--- src/rtl/core/cpit_pkg.sv ---
// shared types, constants and helpers for the constant pool interning table
// no dependencies; imported by every module of the block
package cpit_pkg;

   localparam int KEY_W               = 64;
   localparam int HASH_W              = 32;
   localparam int POOL_DEPTH          = 1024;
   localparam int POOL_W              = 10;
   localparam int COUNT_W             = 11;
   localparam int TABLE_SLOTS_DEFAULT = 1024;
   localparam int MIX_SHIFT           = 33;
   localparam logic [63:0] MIX_MUL1   = 64'hff51afd7ed558ccd;
   localparam logic [63:0] MIX_MUL2   = 64'hc4ceb9fe1a85ec53;
   localparam int LOAD_NUM            = 10;
   localparam int LOAD_DEN            = 7;
   localparam int QUEUE_DEPTH         = 2;
   localparam int QPTR_W              = 1;
   localparam int RSP_DATA_W          = 16;

   typedef enum logic [1:0] {
      ST_FOUND    = 2'd0,
      ST_INSERTED = 2'd1,
      ST_FULL     = 2'd2
   } status_type;

   typedef enum logic [3:0] {
      F_IDLE,
      F_M1P0, F_M1P1, F_M1P2, F_M1P3,
      F_M2P0, F_M2P1, F_M2P2, F_M2P3,
      F_R0, F_R1, F_R2, F_R3,
      F_PUSH
   } front_state_type;

   typedef enum logic [2:0] {
      B_CLEAR,
      B_IDLE,
      B_SLOT_RD,
      B_SLOT_CHK,
      B_POOL_CHK
   } back_state_type;

   typedef struct packed {
      logic              kind;
      logic [KEY_W-1:0]  bits;
      logic [HASH_W-1:0] hash;
      logic              is_nan;
      logic              is_zero;
   } hash_item_type;

   typedef struct packed {
      logic              used;
      logic [HASH_W-1:0] hash;
      logic [POOL_W-1:0] index;
   } slot_entry_type;

   typedef struct packed {
      logic             kind;
      logic [KEY_W-1:0] value;
   } pool_entry_type;

   typedef struct packed {
      status_type        status;
      logic [POOL_W-1:0] pool_index;
   } rsp_item_type;

   function automatic logic is_nan_bits(input logic [KEY_W-1:0] b);
      return (b[62:52] == 11'h7FF) && (b[51:0] != 52'd0);
   endfunction

   function automatic logic is_zero_bits(input logic [KEY_W-1:0] b);
      return b[62:0] == 63'd0;
   endfunction

endpackage

--- src/rtl/core/cpit_queue.sv ---
// short queue between the hashing front end and the probing back end
// depends on cpit_pkg for the item type and depth
module cpit_queue import cpit_pkg::*; #(
   parameter int SLOT_W = $clog2(TABLE_SLOTS_DEFAULT)
) (
   input  logic              clock,
   input  logic              reset,
   input  logic              push_valid,
   output logic              push_ready,
   input  hash_item_type     push_item,
   input  logic [SLOT_W-1:0] push_slot,
   output logic              pop_valid,
   input  logic              pop_ready,
   output hash_item_type     pop_item,
   output logic [SLOT_W-1:0] pop_slot
);

   hash_item_type     item_q[QUEUE_DEPTH];
   logic [SLOT_W-1:0] slot_q[QUEUE_DEPTH];
   logic [QPTR_W-1:0] wr_ff, wr_in;
   logic [QPTR_W-1:0] rd_ff, rd_in;
   logic [QPTR_W:0]   level_ff, level_in;
   logic              do_push, do_pop;

   assign push_ready = level_ff != (QPTR_W+1)'(QUEUE_DEPTH);
   assign pop_valid  = level_ff != '0;
   assign do_push    = push_valid && push_ready;
   assign do_pop     = pop_valid && pop_ready;
   assign pop_item   = item_q[rd_ff];
   assign pop_slot   = slot_q[rd_ff];

   always_comb begin
      wr_in    = do_push ? wr_ff + 1'b1 : wr_ff;
      rd_in    = do_pop ? rd_ff + 1'b1 : rd_ff;
      level_in = level_ff;
      if (do_push && !do_pop) begin
         level_in = level_ff + 1'b1;
      end else if (do_pop && !do_push) begin
         level_in = level_ff - 1'b1;
      end
   end

   always_ff @(posedge clock) begin
      if (reset) begin
         wr_ff    <= '0;
         rd_ff    <= '0;
         level_ff <= '0;
      end else begin
         wr_ff    <= wr_in;
         rd_ff    <= rd_in;
         level_ff <= level_in;
      end
   end

   always_ff @(posedge clock) begin
      if (do_push) begin
         item_q[wr_ff] <= push_item;
         slot_q[wr_ff] <= push_slot;
      end
   end

endmodule

--- config.mk ---
export PLATFORM = sky130hd
export DESIGN_NAME = cpit_queue
export DESIGN_NICKNAME = d
export VERILOG_FILES = /design/src/rtl/core/cpit_pkg.sv /design/src/rtl/core/cpit_queue.sv
export SDC_FILE = /design/constraint.sdc
export NUM_CORES = 1
export LEC_CHECK = 0
export BUFFER_PORTS_ARGS = -buffer_cell sky130_fd_sc_hd__buf_2
export CAP_MARGIN = 15
export CORE_MARGIN = 1.5
export CORE_UTILIZATION = 56
export DETAILED_ROUTE_END_ITERATION = 6
export GPL_TIMING_DRIVEN = 0
export PLACE_DENSITY = 0.85
export SYNTH_ARGS = -nofsm -noshare
export SYNTH_HDL_FRONTEND = slang
export SYNTH_SLANG_ARGS = --single-unit
--- constraint.sdc ---
create_clock -name clock -period 7.55 [get_ports clock]
set_clock_uncertainty 0.05 [all_clocks]
set_input_delay 1.1325 -clock clock [delete_from_list [all_inputs] [get_ports clock]]
set_output_delay 1.1325 -clock clock [all_outputs]
set_load 0.1 [all_outputs]
==> out/summary.txt <==
status -> finished, final reports clean
dominant cell type by area after synthesis -> edfxtp_1
initial antenna violation count -> 1
Synth Instances -> 363
total CTS buffers -> 22
Max Slew Vio Count -> 0
Max Root-Sink Buffers -> 3
layout cells sized above 1 -> 60.5%
NumNets Final -> 726
drt wl/cell -> 18.4 µm
slew margin rel. -> 48.7%
largest net degree at the start of global routing -> 58
vias in the first global route -> 4390
main combinational cell family by area after synthesis -> multiplexers
Resized cells post-CTS -> 0
Initial Util -> 58.0%
Area growth, synth to finish -> 25.5%
worst r2r src -> level_ff[0]
compound-cell area share of the yosys netlist -> 0.370%
via count -> 4216
adder-cell share of the synthesized area -> 0.154%
FF-to-FF setup slack -> 5.43 ns
First-pass DRT Iterations -> 7
clock-pin slew on the worst setup and hold paths -> 0.06 ns
die width -> 123 µm
port buffer count -> 223
Setup TNS -> 0 ns
Clock Sink Count -> 223
MaxCap Viol Count -> 0
Final Critical Period -> 3.16 ns
register area share after synthesis -> 81.9%
Skew-Pair Late Insertion Delay -> 0.48 ns
post-synthesis mux area share -> 15.6%
clock root buffer -> clkbuf_16
WS Path Type -> reg -> out
crit share post-route -> 41.9%
first-pass GRT wire length -> 21500 µm
Mapped Nets -> 477
DRT iter0 DRCs -> 270
Post-Synth Simple-Gate Area -> 0.617%
Finished Cell Area -> 10200 µm²
commonest non-fill, non-tap cell in the layout -> buf_2
Total GRT Usage -> 18.8%
DRC -> 0
Synth warnings -> 0
Critical R2R Capture -> item_q[1][88]
area share of xor/xnor cells in the synthesized design -> 0.324%
Reg2Reg Depth -> 3
#FFs+latches synth -> 223
Worst Hold Endpoint -> rd_ff
Worst Path Arrival -> 1.98 ns
worst slew pin tran -> 0.770 ns
Detail Route Antenna Nets -> 0
RD Place Congestion -> 0.682
most frequent cells in the layout -> buf_2, edfxtp_1, mux2_2
Post-DP Area -> 9520 µm²
RSZ-0062 raised after global routing -> false
CTS hold repair buffers -> 0
Critical Path Start Type -> flop
io pins -> 224
critical path fanouts, max -> 10
Unique masters post-synth -> 19
Detail Placement HPWL -> 10100 µm
CP required -> 6.37 ns
placed cell count -> 768
Yosys top cell area share -> 80.7%
antenna diode count -> 0
Routed WL -> 14800 µm
Placement Setup Slack -> 4.81 ns
Site Rows -> 43
postcts setup bufs -> 0
core area -> 14000 µm²
worst hold start -> rd_ff
crit path capture type -> output port
Syn Area/Cell -> 22.3 µm²
hold path depth -> 2
H-tree depth -> 1
Fin. Hold Viols -> 0
chip height -> 123 µm
synth top area cells -> edfxtp_1, mux2_2, mux2_4, dfxtp_1, buf_2
Setup WS post-layout -> 4.39 ns
Remaining Overflow, GRT -> 0
f_max -> 316 MHz
die area -> 15200 µm²
CTS tree -> built
final std cells w/o fill -> 806
vias per cell -> 5.23
Hold WC Path Type -> reg -> reg
Final setup viols -> 0
Post-Syn Area -> 8110 µm²
cell families after synthesis:
logic type | count (synthesis)
simple gates | 9
compound gates | 5
flops | 223
mux | 109
xor+xnor | 3
buf+inv | 13
fa+ha+maj | 1
per-layer routing:
| metal | up-vias | GRT usage, % | routed length, µm |
|---|---|---|---|
| li1 | 1940 | - | - |
| met1 | 2074 | 21.2 | 5440 |
| met2 | 175 | 34.5 | 7870 |
| met3 | 25 | 5.81 | 1250 |
| met4 | 2 | 5.46 | 279 |
| met5 | - | 0 | 13 |
worst max path at each step:
stage | end | slack, ns | start
after detailed placement | item_q[1][58] | 4.81 | push_valid
final | pop_item[27] | 4.39 | flop
after floorplan | item_q[1][0] | 3.08 | level_ff[0]
after CTS | pop_item[27] | 4.33 | flop
after global placement | item_q[1][37] | 2.12 | push_valid
after global routing | pop_item[27] | 4.29 | flop
critical path: stages, from the launching register on:
cell and delay [ns]:
dfxtp_1 0.32, buf_6 0.16, buf_2 0.32, mux2_2 0.39
buf_2 0.30
layout make-up:
type / count / area (µm²)
tap: 180 / 225
clock inverter: 11 / 73.8
sequential: 223 / 6650
inverter: 1 / 6.26
timing repair buffer: 225 / 1170
multi-input combinational: 127 / 1390
buffer: 12 / 78.8
fill: 845 / 3810
clock buffer: 27 / 591
metrics by stage:
| stage | hold slack [ns] | utilization, % |
|---|---|---|
| 6_report | 0.468 | 72.8 |
| 4_1_cts | 0.479 | 72.8 |
| 3_3_place_gp | 0.437 | 67.6 |
| 3_5_place_dp | 0.456 | 68.0 |
| 2_1_floorplan | 0.421 | - |
| 5_1_grt | 0.492 | 72.8 |
cells in the mapped netlist, drive strengths merged:
cell,instances
a21bo,1
a21oi,2
and2,1
and3,1
buf,12
dfxtp,5
edfxtp,218
ha,1
inv,1
mux2,109
nand2b,1
nand3b,1
nor2,3
o21ai,2
or2,1
or3,1
xor2,3
flip-flops by register name, summed over array words and instances, names as in the netlist, named ones only:
register and count:
item_q 198, level_ff 2, rd_ff 1, slot_q 20
wr_ff 1
Power is not shown: default switching activity piles up to over one toggle a cycle in this logic, so the estimate is an artifact.
