**src/rtl/core/cpit_pkg.sv**
```systemverilog
// shared types, constants and helpers for the constant pool interning table
// no dependencies; imported by every module of the block
package cpit_pkg;

   localparam int KEY_W               = 64;
   localparam int HASH_W              = 32;
   localparam int POOL_DEPTH          = 1024;
   localparam int POOL_W              = 10;
   localparam int COUNT_W             = 11;
   localparam int TABLE_SLOTS_DEFAULT = 1024;
   localparam int MIX_SHIFT           = 33;
   localparam logic [63:0] MIX_MUL1   = 64'hff51afd7ed558ccd;
   localparam logic [63:0] MIX_MUL2   = 64'hc4ceb9fe1a85ec53;
   localparam int LOAD_NUM            = 10;
   localparam int LOAD_DEN            = 7;
   localparam int QUEUE_DEPTH         = 2;
   localparam int QPTR_W              = 1;
   localparam int RSP_DATA_W          = 16;

   typedef enum logic [1:0] {
      ST_FOUND    = 2'd0,
      ST_INSERTED = 2'd1,
      ST_FULL     = 2'd2
   } status_type;

   typedef enum logic [3:0] {
      F_IDLE,
      F_M1P0, F_M1P1, F_M1P2, F_M1P3,
      F_M2P0, F_M2P1, F_M2P2, F_M2P3,
      F_R0, F_R1, F_R2, F_R3,
      F_PUSH
   } front_state_type;

   typedef enum logic [2:0] {
      B_CLEAR,
      B_IDLE,
      B_SLOT_RD,
      B_SLOT_CHK,
      B_POOL_CHK
   } back_state_type;

   typedef struct packed {
      logic              kind;
      logic [KEY_W-1:0]  bits;
      logic [HASH_W-1:0] hash;
      logic              is_nan;
      logic              is_zero;
   } hash_item_type;

   typedef struct packed {
      logic              used;
      logic [HASH_W-1:0] hash;
      logic [POOL_W-1:0] index;
   } slot_entry_type;

   typedef struct packed {
      logic             kind;
      logic [KEY_W-1:0] value;
   } pool_entry_type;

   typedef struct packed {
      status_type        status;
      logic [POOL_W-1:0] pool_index;
   } rsp_item_type;

   function automatic logic is_nan_bits(input logic [KEY_W-1:0] b);
      return (b[62:52] == 11'h7FF) && (b[51:0] != 52'd0);
   endfunction

   function automatic logic is_zero_bits(input logic [KEY_W-1:0] b);
      return b[62:0] == 63'd0;
   endfunction

endpackage

```
**src/rtl/core/cpit_front.sv**
```systemverilog
// front end: accepts requests, computes the murmur finalizer hash and the start slot
// uses one shared 32x32 multiplier over several steps; depends on cpit_pkg
module cpit_front import cpit_pkg::*; #(
   parameter int TABLE_SLOTS = TABLE_SLOTS_DEFAULT
) (
   input  logic                            clock,
   input  logic                            reset,
   input  logic                            clearing,
   input  logic                            req_tvalid,
   output logic                            req_tready,
   input  logic [KEY_W-1:0]                req_tdata,   // key_bits
   input  logic [0:0]                      req_tuser,   // key_kind
   output logic                            push_valid,
   input  logic                            push_ready,
   output hash_item_type                   push_item,
   output logic [$clog2(TABLE_SLOTS)-1:0]  push_slot
);

   localparam int SLOT_W = $clog2(TABLE_SLOTS);
   localparam logic [63:0] RECIP_WIDE = (64'd1 << HASH_W) / TABLE_SLOTS;
   localparam logic [31:0] RECIP = RECIP_WIDE[31:0];
   localparam logic [31:0] SLOTS_K = 32'(TABLE_SLOTS);
   localparam logic [SLOT_W:0] SLOTS_R = (SLOT_W+1)'(TABLE_SLOTS);

   front_state_type   state_ff, state_in;
   logic [KEY_W-1:0]  bits_ff, bits_in;
   logic              kind_ff, kind_in;
   logic [63:0]       h_ff, h_in;
   logic [63:0]       acc_ff, acc_in;
   logic [63:0]       prod_ff, prod_in;
   logic [SLOT_W:0]   rem_ff, rem_in;
   logic [SLOT_W-1:0] slot_ff, slot_in;

   logic [63:0] mul_k;
   logic [31:0] mul_a, mul_b;
   logic [63:0] sum;
   logic [63:0] mixed;
   logic [31:0] diff;

   always_ff @(posedge clock) begin
      if (reset) begin
         state_ff <= F_IDLE;
      end else begin
         state_ff <= state_in;
      end
   end

   always_ff @(posedge clock) begin
      bits_ff <= bits_in;
      kind_ff <= kind_in;
      h_ff    <= h_in;
      acc_ff  <= acc_in;
      prod_ff <= prod_in;
      rem_ff  <= rem_in;
      slot_ff <= slot_in;
   end

   always_comb begin
      mul_k = MIX_MUL2;
      mul_a = h_ff[31:0];
      mul_b = 32'd0;
      case (state_ff) inside
         F_M1P0, F_M1P1, F_M1P2, F_M1P3: mul_k = MIX_MUL1;
         default: mul_k = MIX_MUL2;
      endcase
      case (state_ff) inside
         F_M1P0, F_M2P0: begin
            mul_a = h_ff[31:0];
            mul_b = mul_k[31:0];
         end
         F_M1P1, F_M2P1: begin
            mul_a = h_ff[63:32];
            mul_b = mul_k[31:0];
         end
         F_M1P2, F_M2P2: begin
            mul_a = h_ff[31:0];
            mul_b = mul_k[63:32];
         end
         F_R0: begin
            mul_a = h_ff[31:0];
            mul_b = RECIP;
         end
         F_R1: begin
            mul_a = prod_ff[63:32];
            mul_b = SLOTS_K;
         end
         default: begin
            mul_a = h_ff[31:0];
            mul_b = 32'd0;
         end
      endcase
   end

   assign sum   = {acc_ff[63:32] + prod_ff[31:0], acc_ff[31:0]};
   assign mixed = sum ^ (sum >> MIX_SHIFT);
   assign diff  = h_ff[31:0] - prod_ff[31:0];

   always_comb begin
      state_in   = state_ff;
      bits_in    = bits_ff;
      kind_in    = kind_ff;
      h_in       = h_ff;
      acc_in     = acc_ff;
      prod_in    = {32'd0, mul_a} * {32'd0, mul_b};
      rem_in     = rem_ff;
      slot_in    = slot_ff;
      push_valid = 1'b0;
      req_tready = 1'b0;
      unique case (state_ff)
         F_IDLE: begin
            req_tready = !clearing;
            if (req_tvalid && !clearing) begin
               bits_in  = req_tdata;
               kind_in  = req_tuser[0];
               h_in     = req_tdata ^ (req_tdata >> MIX_SHIFT);
               state_in = F_M1P0;
            end
         end
         F_M1P0: state_in = F_M1P1;
         F_M1P1: begin
            acc_in   = prod_ff;
            state_in = F_M1P2;
         end
         F_M1P2: begin
            acc_in   = sum;
            state_in = F_M1P3;
         end
         F_M1P3: begin
            h_in     = mixed;
            state_in = F_M2P0;
         end
         F_M2P0: state_in = F_M2P1;
         F_M2P1: begin
            acc_in   = prod_ff;
            state_in = F_M2P2;
         end
         F_M2P2: begin
            acc_in   = sum;
            state_in = F_M2P3;
         end
         F_M2P3: begin
            h_in     = mixed;
            state_in = F_R0;
         end
         F_R0: state_in = F_R1;
         F_R1: state_in = F_R2;
         F_R2: begin
            rem_in   = diff[SLOT_W:0];
            state_in = F_R3;
         end
         F_R3: begin
            slot_in  = (rem_ff >= SLOTS_R) ? SLOT_W'(rem_ff - SLOTS_R) : rem_ff[SLOT_W-1:0];
            state_in = F_PUSH;
         end
         F_PUSH: begin
            push_valid = 1'b1;
            if (push_ready) begin
               state_in = F_IDLE;
            end
         end
         default: state_in = F_IDLE;
      endcase
   end

   always_comb begin
      push_item.kind    = kind_ff;
      push_item.bits    = bits_ff;
      push_item.hash    = h_ff[31:0];
      push_item.is_nan  = is_nan_bits(bits_ff);
      push_item.is_zero = is_zero_bits(bits_ff);
   end

   assign push_slot = slot_ff;

endmodule

```
**config.mk**
```make
export PLATFORM = sky130hd
export DESIGN_NAME = cpit_front
export DESIGN_NICKNAME = d
export VERILOG_FILES = /design/src/rtl/core/cpit_pkg.sv /design/src/rtl/core/cpit_front.sv
export SDC_FILE = /design/constraint.sdc
export NUM_CORES = 2
export LEC_CHECK = 0
export ABC_CLOCK_PERIOD_IN_PS = 23900
export BUFFER_PORTS_ARGS = -buffer_cell sky130_fd_sc_hd__buf_2
export CORE_ASPECT_RATIO = 0.8
export CORE_MARGIN = 10
export CORE_UTILIZATION = 40
export DETAILED_ROUTE_END_ITERATION = 16
export HOLD_SLACK_MARGIN = 0.05
export RECOVER_POWER = 25
export SLEW_MARGIN = 20
export SYNTH_ARGS = -nofsm -noshare
export SYNTH_HDL_FRONTEND = slang
export SYNTH_SLANG_ARGS = --single-unit
```
**constraint.sdc**
```tcl
create_clock -name clock -period 23.9 [get_ports clock]
set_clock_uncertainty 0.2 [all_clocks]
set_input_delay 0 -clock clock [delete_from_list [all_inputs] [get_ports clock]]
set_output_delay 0 -clock clock [all_outputs]
set_load 0.005 [all_outputs]
```
==> results by group <==
Cells and area
  – Layout Cells excl Fill: 6100
  – Area Overhead vs Synth: 9.87%
  – Fraction of layout cells with a size suffix above 1: 0.0387
  – Fill count: 10500
  – Fin nets: 5917
  – Antenna diodes: 0
  – Reg area: 7760 µm²
  – Area taken by multi-input logic gates: 30800 µm²

Floorplan
  – Die ar.: 121000 µm²
  – Ports: 181
  – Initial Utilization: 0.404
  – CORE AREA: 107000 µm²
  – Std cell rows: 107
  – Die width: 387 µm
  – Die Ht: 313 µm

Detailed routing
  – WL per Instance: 25.0 µm
  – Initial DRC Count: 3947
  – Antenna-violating nets left: 0
  – DRT Pass-1 Iters: 6
  – Drc violations: 0
  – Vias: 32800
  – DR vias/cell: 5.38
  – Final WL: 153 mm

Clock tree
  – CTS clk-pin slew, worst paths: 0.08 ns
  – CTS Root Cell: clkbuf_16
  – Longest Clk Path Bufs: 3
  – Clk sink count: 281
  – H-tree Lvls: 1
  – CTS Buf Count: 22
  – Setup bufs post-CTS: 0
  – CTS tree: built
  – Skew-Pair Late Insertion Delay: 0.54 ns

STA
  – RSZ-0062 raised after global routing: false
  – Peak Freq: 0.0894 GHz
  – Setup_tns: 0 ns
  – Worst-Margin Slew: 1.18 ns
  – Crit share post-route: 0.468
  – Slew headroom: 0.209
  – Period minus WS final: 11.19 ns
  – Final Hold Viols: 0
  – Slew Viols, Final: 0
  – PnR worst setup slack: 12.71 ns
  – Final setup viols: 0

Placed design
  – DP Wirelength: 131 mm
  – Placed Cells: 5928
  – GP Congestion: 1.04
  – # port buffers: 180
  – DP Worst Slack: 13.25 ns

Worst setup path
  – Startpoint type of the worst setup path: flip-flop
  – Reg2Reg Setup Slack: 12.71 ns
  – Worst r2r dst: prod_ff[55]
  – CP max FO: 18
  – Crit. End Element: flip-flop
  – Setup CP Type: flip-flop to flip-flop
  – Worst R2R Start: state_ff[0]
  – Crit path DAT: 11.46 ns
  – R2R depth: 27
  – CP Data Required Time: 24.17 ns

Flow run
  – Maxcap violations: 0

Global routing
  – Grt total ovfl: 0
  – First-pass GRT wire length: 225 mm
  – Initial antenna violation count: 3
  – Pin count of the biggest net entering global routing: 84
  – Vias in the first global route: 33300
  – GRT Util Overall: 0.248

Logic synthesis
  – Number of flops mapped to enable cells by yosys: 213
  – Post-synth top cells: inv_1, fa_1, nand2_1
  – Share of the synthesized area in the top cell type: 0.370
  – Most common cell in the synthesized netlist: inv_1
  – Gate Count Post-Synth: 4450
  – Synth top area cells: fa_1, edfxtp_1, ha_1, inv_1, nand2_1
  – Netlist Area Pre-Place: 43000 µm²
  – Ys Warns: 0
  – Netlist cell types: 70
  – Register area share after synthesis: 0.180
  – Post-Syn Nets: 5699
  – FF+latch count, synth: 281
  – Post-synth top area cell: fa_1
  – Share of flip-flops with an asynchronous set or reset: 0
  – Syn_area_per_cell: 9.66 µm²
  – Ys flop type: edfxtp_1

Status
  – Run status: complete, no violations

Min path
  – Worst min path class: primary input to flip-flop
  – Min-Delay Startpoint: reset
  – Hold worst-path end: state_ff[0]
  – Hold Path Stages: 4
[layout by cell type, fill, tap and decap left out, drive strengths merged, types with 6 or more instances in the layout]
master	count
inv	1010
fa	795
nand2	433
ha	384
nor2	315
edfxtp	213
o21ai	169
clkbuf	153
a21oi	140
dlygate4sd3	133
buf	105
xnor2	103
xor2	101
a21o	87
dfxtp	68
and2	52
nor3	52
nand2b	50
nand3	40
a22oi	23
nor4	22
and3	19
a31oi	19
nand4	18
o21bai	17
a21boi	13
clkinv	12
o21a	11
a222oi	10
or2	10
nor2b	9
o211ai	7
a221oi	7
a31o	7
or3	6
[sequential cells by signal (all words and copies together), names as in the netlist]
signal     cells
kind_ff        1
state_ff       4
rem_ff        10
prod_ff       64
h_ff          64
push_slot     10
bits_ff       64
acc_ff        64
[area by class of cell]
class,instances,area share
inverter,1011,0.0803
multi-input combinational,2988,0.651
clock buffer,27,0.0127
sequential,281,0.164
tap,1417,0.0375
timing repair buffer,364,0.0520
clock inverter,12,0.00175
[how the worst max path moves through the flow]
stage	from	to	slack (ns)	cells after the start
floorplan	state_ff[0]	prod_ff[58]	13.93	35
global placement	state_ff[0]	prod_ff[55]	13.28	27
detailed placement	state_ff[0]	prod_ff[55]	13.25	27
CTS	state_ff[0]	prod_ff[55]	13.16	27
global route	state_ff[0]	prod_ff[55]	12.55	26
finish	state_ff[0]	prod_ff[55]	12.71	27
[logic make-up (layout without fill, tap and decap cells)]
family	count (synthesis)	after routing	share of synthesized area
AOI/OAI and AO/OA	561	561	0.0830
xor gates and xnor gates	205	205	0.0421
adders and majority gates	1182	1182	0.483
buffers and inverters	1181	1414	0.106
DFF	281	281	0.180
muxes	3	3	0.000756
and+or+nand+nor	1037	1037	0.105
[metrics by stage]
step	hold slack (ns)	utilization	area [µm²]
CTS	0.0540	0.445	47400
floorplan	-0.169	-	43000
global placement	-0.0226	0.426	45400
finish	0.128	0.443	47200
global route	0.108	0.443	47200
detailed placement	-0.0137	0.426	45400
[repair_timing]
action / 4_1_cts / 5_1_grt
gates resized for setup: 0 / 0
hold buffers: 133 / 0
hold endpoints to repair: 136 / 0
endpoints found under the setup margin: 0 / 0
[critical path, cell delays in order (launching register included)]
cell and delay, ns:
dfxtp_1 0.71, nand2_1 0.10, buf_4 0.22, nor2_1 0.89, nor2_1 0.57, buf_4 0.41, nand2_1 0.62, nor2_1 0.20
fa_1 0.58, fa_1 0.45, fa_1 0.65, fa_1 0.47, fa_1 0.58, fa_1 0.46, fa_1 0.50, inv_1 0.05
fa_1 0.47, inv_1 0.04, ha_1 0.47, and3_1 0.25, and2_1 0.21, nand3_1 0.09, o21ai_0 0.21, a21oi_1 0.14
o31ai_1 0.91, a21boi_1 0.23, o21bai_1 0.23, xnor2_1 0.13
[per-layer routing]
layer,global-route usage,part of all wire
met1,0.366,0.44
met2,0.361,0.42
met3,0.0513,0.10
met4,0.0753,0.038
met5,0,0
Power is left out: the tool's default activity adds up to more than one toggle a clock period on the data nets, which glitch-free logic cannot reach.
